### config.mk
export PLATFORM = sky130hd
export DESIGN_NAME = mpm_ctrl
export DESIGN_NICKNAME = d
export VERILOG_FILES = /design/src/rtl/mpm_pkg.sv /design/src/rtl/mpm_ctrl.sv
export SDC_FILE = /design/constraint.sdc
export NUM_CORES = 1
export LEC_CHECK = 0
export BUFFER_PORTS_ARGS = -buffer_cell sky130_fd_sc_hd__buf_2
export CELL_PAD_IN_SITES_DETAIL_PLACEMENT = 1
export CELL_PAD_IN_SITES_GLOBAL_PLACEMENT = 1
export CORE_MARGIN = 2
export CORE_UTILIZATION = 43
export DETAILED_ROUTE_END_ITERATION = 6
export PLACE_DENSITY = 0.92
export SETUP_SLACK_MARGIN = 0.02
export SYNTH_ARGS = -nofsm -noshare
export SYNTH_HDL_FRONTEND = slang
export SYNTH_SLANG_ARGS = --single-unit
### constraint.sdc
create_clock -name clk -period 6.3 [get_ports clk]
set_input_delay 0.63 -clock clk [delete_from_list [all_inputs] [get_ports clk]]
set_output_delay 0.63 -clock clk [all_outputs]
set_load 0.005 [all_outputs]
### src/rtl/mpm_pkg.sv
// Shared constants, types and helpers for the minimum-peak schedule search block.
`default_nettype none
package mpm_pkg;

  localparam int MAX_NODES = 8;
  localparam int NODE_W    = (MAX_NODES > 1) ? $clog2(MAX_NODES) : 1;
  localparam int CNT_W     = $clog2(MAX_NODES + 1);
  localparam int SS_W      = MAX_NODES;
  localparam int SUBSETS   = 1 << SS_W;
  localparam int WADDR_W   = 2 * NODE_W;
  localparam int SADDR_W   = SS_W + NODE_W;
  localparam int WEIGHT_W  = 16;
  localparam int PEAK_W    = 31;
  localparam int NC_W      = 4;

  localparam logic [PEAK_W-1:0] PEAK_INF = {PEAK_W{1'b1}};
  localparam logic [PEAK_W-1:0] SUM_MAX  = PEAK_INF - PEAK_W'(1);

  typedef logic [NODE_W-1:0] node_t;
  typedef logic [PEAK_W-1:0] peak_t;

  typedef enum logic [4:0] {
    OP_NONE, OP_LOAD, OP_INIT, OP_SS_RD, OP_SS_CHK, OP_LD_RD, OP_LD_WR,
    OP_ND, OP_ND_BEST, OP_SL, OP_BK_RD, OP_BK_ACC, OP_FW_RD, OP_FW_ACC,
    OP_OV_ROW, OP_OV_RD, OP_OV_ACC, OP_SELF_RD, OP_SELF_ACC, OP_PK, OP_CMP,
    OP_WB, OP_SS_NEXT, OP_FIN_RD, OP_FIN_OUT
  } op_t;

  typedef struct packed {
    op_t op;
  } cmd_t;

  typedef struct packed {
    logic ss_inf;
    logic m_zero;
    logic ld_last;
    logic nd_done;
    logic nd_skip;
    logic s_zero;
    logic s_eq_m;
    logic bk_last;
    logic fw_last;
    logic b_last;
    logic a_last;
    logic pk_last;
    logic slot_low;
    logic keep_any;
    logic wb_last;
    logic ss_last;
  } stat_t;

  // {overflow, saturated sum}
  function automatic logic [PEAK_W:0] sat_add(input peak_t a, input peak_t b);
    logic [PEAK_W:0] s;
    s = {1'b0, a} + {1'b0, b};
    if (s > {1'b0, SUM_MAX}) begin
      sat_add = {1'b1, SUM_MAX};
    end else begin
      sat_add = s;
    end
  endfunction

endpackage
`default_nettype wire

### src/rtl/mpm_ctrl.sv
// Sequencer for loading and the subset search.
`default_nettype none
module mpm_ctrl (
  input  logic           clk,
  input  logic           rst_n,
  input  logic           start,
  input  logic           in_last_entry,
  input  mpm_pkg::stat_t stat,
  output mpm_pkg::cmd_t  cmd,
  output logic           busy
);
  import mpm_pkg::*;

  typedef enum logic [23:0] {
    S_IDLE     = 24'h000001,
    S_INIT     = 24'h000002,
    S_SS_RD    = 24'h000004,
    S_SS_CHK   = 24'h000008,
    S_LD_RD    = 24'h000010,
    S_LD_WR    = 24'h000020,
    S_ND       = 24'h000040,
    S_ND_BEST  = 24'h000080,
    S_SL       = 24'h000100,
    S_BK_RD    = 24'h000200,
    S_BK_ACC   = 24'h000400,
    S_FW_RD    = 24'h000800,
    S_FW_ACC   = 24'h001000,
    S_OV_ROW   = 24'h002000,
    S_OV_RD    = 24'h004000,
    S_OV_ACC   = 24'h008000,
    S_SELF_RD  = 24'h010000,
    S_SELF_ACC = 24'h020000,
    S_PK       = 24'h040000,
    S_CMP      = 24'h080000,
    S_WB       = 24'h100000,
    S_SS_NEXT  = 24'h200000,
    S_FIN_RD   = 24'h400000,
    S_FIN_OUT  = 24'h800000
  } state_t;

  state_t state_r, state_nxt, after_bk;

  always_comb begin
    after_bk = stat.s_eq_m ? S_SELF_RD : S_FW_RD;
    state_nxt = state_r;
    case (state_r)
      S_IDLE:     if (start && in_last_entry) state_nxt = S_INIT;
      S_INIT:     state_nxt = S_SS_RD;
      S_SS_RD:    state_nxt = S_SS_CHK;
      S_SS_CHK: begin
        if (stat.ss_inf) state_nxt = S_SS_NEXT;
        else if (stat.m_zero) state_nxt = S_ND;
        else state_nxt = S_LD_RD;
      end
      S_LD_RD:    state_nxt = S_LD_WR;
      S_LD_WR:    state_nxt = stat.ld_last ? S_ND : S_LD_RD;
      S_ND: begin
        if (stat.nd_done) state_nxt = S_SS_NEXT;
        else if (!stat.nd_skip) state_nxt = S_ND_BEST;
      end
      S_ND_BEST:  state_nxt = S_SL;
      S_SL:       state_nxt = stat.s_zero ? after_bk : S_BK_RD;
      S_BK_RD:    state_nxt = S_BK_ACC;
      S_BK_ACC:   state_nxt = stat.bk_last ? after_bk : S_BK_RD;
      S_FW_RD:    state_nxt = S_FW_ACC;
      S_FW_ACC: begin
        if (!stat.fw_last) state_nxt = S_FW_RD;
        else state_nxt = stat.s_zero ? S_SELF_RD : S_OV_ROW;
      end
      S_OV_ROW:   state_nxt = S_OV_RD;
      S_OV_RD:    state_nxt = S_OV_ACC;
      S_OV_ACC: begin
        if (!stat.b_last) state_nxt = S_OV_RD;
        else state_nxt = stat.a_last ? S_SELF_RD : S_OV_ROW;
      end
      S_SELF_RD:  state_nxt = S_SELF_ACC;
      S_SELF_ACC: state_nxt = S_PK;
      S_PK:       if (stat.pk_last) state_nxt = S_CMP;
      S_CMP: begin
        if (!stat.slot_low) state_nxt = S_SL;
        else state_nxt = stat.keep_any ? S_WB : S_ND;
      end
      S_WB:       if (stat.wb_last) state_nxt = S_ND;
      S_SS_NEXT:  state_nxt = stat.ss_last ? S_FIN_RD : S_SS_RD;
      S_FIN_RD:   state_nxt = S_FIN_OUT;
      S_FIN_OUT:  state_nxt = S_IDLE;
      default:    state_nxt = S_IDLE;
    endcase
  end

  always_ff @(posedge clk) begin
    if (!rst_n) begin
      state_r <= S_IDLE;
    end else begin
      state_r <= state_nxt;
    end
  end

  always_comb begin
    case (state_r)
      S_IDLE:     cmd.op = start ? OP_LOAD : OP_NONE;
      S_INIT:     cmd.op = OP_INIT;
      S_SS_RD:    cmd.op = OP_SS_RD;
      S_SS_CHK:   cmd.op = OP_SS_CHK;
      S_LD_RD:    cmd.op = OP_LD_RD;
      S_LD_WR:    cmd.op = OP_LD_WR;
      S_ND:       cmd.op = OP_ND;
      S_ND_BEST:  cmd.op = OP_ND_BEST;
      S_SL:       cmd.op = OP_SL;
      S_BK_RD:    cmd.op = OP_BK_RD;
      S_BK_ACC:   cmd.op = OP_BK_ACC;
      S_FW_RD:    cmd.op = OP_FW_RD;
      S_FW_ACC:   cmd.op = OP_FW_ACC;
      S_OV_ROW:   cmd.op = OP_OV_ROW;
      S_OV_RD:    cmd.op = OP_OV_RD;
      S_OV_ACC:   cmd.op = OP_OV_ACC;
      S_SELF_RD:  cmd.op = OP_SELF_RD;
      S_SELF_ACC: cmd.op = OP_SELF_ACC;
      S_PK:       cmd.op = OP_PK;
      S_CMP:      cmd.op = OP_CMP;
      S_WB:       cmd.op = OP_WB;
      S_SS_NEXT:  cmd.op = OP_SS_NEXT;
      S_FIN_RD:   cmd.op = OP_FIN_RD;
      S_FIN_OUT:  cmd.op = OP_FIN_OUT;
      default:    cmd.op = OP_NONE;
    endcase
  end

  assign busy = (state_r != S_IDLE);

endmodule
`default_nettype wire

==> results.yml <==
sta:
  max_freq_mhz: 295
  timing.final.crit_share_pct: 53.8
  slew_headroom_pct: 45.7
  slew_violations: 0
  worst-slew-pin-transition_ns: 0.803
  setup_viol: 0
  timing.final.hold_violations: 0
  fin_crit_ns: 3.39
  fin_tns_setup_ns: 0
  grt_setup_unrepaired: "no"
  skew_ns: 0.00120
logic_synthesis:
  avgSynthCellArea_um2: 7.83
  ys_ff_latch: 24
  synthArstFlopShare_pct: 0
  synth_cell_types: 56
  synth_top_area_cell: "dfxtp_1"
  synth_top_area_share_pct: 29.5
  synth_area_leaders: "dfxtp_1 29%, nor2_1 6.0%, nand2_1 5.5%"
  synth_ff_type: "dfxtp_1"
  synth_nets: 228
  synthCells: 208
  ys_seq_area_share_pct: 29.5
  synth_warnings: 0
  synth_edf_count: 0
  synth_area_um2: 1630
clock_network:
  post_cts_buffers: 0
  cts_hold_buf: 0
  cts_tree: "built"
  cts_resized: 0
  htreeDepth: 1
  cts_sinks: 24
  clock_insertion_delay_worst_skew_ns: 0.27
  root_buffer: "clkbuf_8"
  clockBufferDepth: 2
  clk_pin_slew_ns: 0.09
  numCtsBuffers: 3
power_and_ir_drop:
  power_frac_seq_pct: 34.1
  clockPowerShare_pct: 21.2
  swShare_pct: 42.3
  ir_drop_mv: 0.143
  netSwitchingPower_uw: 218
  pwr_density_cell_nw_per_um2: 280
  comb_power_share_pct: 44.7
  p_leak_uw: 0.000747
  cellInternalPower_uw: 297
finish:
  largest_reg_flops: 24
  num-fill-cells: 469
  layout_commonest_cell: "nor2_1"
  fin_cells: 280
  layout_common_cells: "26 x nor2_1, 25 x buf_2, 24 x nand2_1, 24 x dfxtp_1, 13 x nor3_1"
  largestRegisters: "state_r (24)"
  nets: 253
  drive_gt1_share_pct: 17.7
  area_growth_pct: 12.7
  top_register: "state_r"
  antenna_cells: 0
die:
  die_h_um: 65.6
  coreArea_um2: 3660
  row_count: 22
  io_pins: 26
  die_x_um: 65.6
  initial_core_util_pct: 44.5
  dieArea_um2: 4300
setup_path:
  critPathBufInv: 1
  startpoint_type: "register"
  critical_path.max_stage_delay_ns: 0.56
  crit_type: "reg2out"
  required_ns: 5.67
  critical-path-top-delay-family: "simple AND/OR/NAND/NOR gates"
  path_max_fanout: 13
  arrival_ns: 2.76
  cp_slowest_cell: "nor3_1"
  setup.worst_path.end_class: "output port"
  crit_chain: "nor4_4, nand4_2, nor3_1, a32o_1, nor4bb_1, o2111ai_1, buf_2"
route:
  drt.antenna.violating_nets: 0
  drtIter0Drc: 94
  via_count: 1778
  post_drt_wl_per_cell_um: 19.6
  drc: 0
  drtPass1Iterations: 4
  viasPerCell: 6.35
  wirelength_mm: 5.48
grt:
  gr-total-overflow: 0
  antenna_found_initial: 0
  grt_pass1_wl_mm: 9.01
  grt_max_degree: 20
  grt_pass1_vias: 1860
  groute.usage.overall_pct: 27.3
place:
  io_buffers: 25
  dp_hpwl_mm: 4.32
  place_congestion: 0.911
  dp_cells: 276
min_path:
  hold_path.class: "in2reg"
run:
  maxCapViolCount: 0
run_status:
  status: "finished, final reports clean"
-- power by group through the flow --
stage / Clock, uW / Sequential, uW / Combinational, uW
floorplan: 0 / 176 / 165
global placement: 0 / 178 / 216
detailed placement: 0 / 179 / 220
CTS: 108 / 175 / 227
global route: 115 / 177 / 252
finish: 109 / 175 / 230
-- layout make-up --
cell class                 count  area, um2  share of cell area (%)
sequential                    24        480                    26.2
inverter                       5       18.8                    1.02
multi-input combinational    174       1100                    59.7
clock buffer                   4       55.1                    3.00
timing repair buffer          25        125                    6.82
tap                           48       60.1                    3.27
-- cell usage after synthesis (4+ instances only) --
library cell,number
nor2_1,26
or4_1,6
nor3_1,13
nand2b_1,5
inv_1,5
nand3b_1,7
nand3_1,9
xnor2_1,4
nand2_1,24
or3_1,4
dfxtp_1,24
a21oi_1,6
nor4_1,11
-- kinds of logic after synthesis --
family / share of synthesized area (%)
flops: 29.5
buf+inv: 3.23
simple gates: 50.1
xor+xnor: 2.69
compound gates: 14.5
-- path summary, 6_finish.rpt --
path         depth (start not counted)  slack (ns)   startpoint           to
max reg2reg                          6        3.36  state_r[11]   state_r[8]
min                                  2        0.56     stat[12]   state_r[7]
min reg2reg                          2        0.60  state_r[14]  state_r[15]
max                                  7        2.91   state_r[4]       cmd[1]
-- stage by stage --
stage | power (uW) | utilization (%) | setup WS (ns) | area, um2 | hold WS, ns
5_1_grt | 544 | 50.1 | 2.75 | 1840 | 0.576
3_5_place_dp | 398 | 48.6 | 3.29 | 1780 | 0.572
3_3_place_gp | 394 | 48.6 | 3.27 | 1780 | 0.559
4_1_cts | 510 | 50.1 | 2.95 | 1840 | 0.565
6_report | 514 | 50.1 | 2.91 | 1840 | 0.562
2_1_floorplan | 341 | - | 3.82 | 1630 | 0.524
-- routing by layer --
metal / GRT usage, % / wire length, um / vias up / part of all wire (%)
li1: - / - / 844 / -
met1: 31.9 / 2220 / 854 / 41
met2: 50.4 / 2800 / 63 / 51
met3: 3.77 / 294 / 17 / 5.4
met4: 9.64 / 165 / 0 / 3.0
met5: 0 / 0 / - / 0
Note: power is estimated with default switching activity, not from simulation.
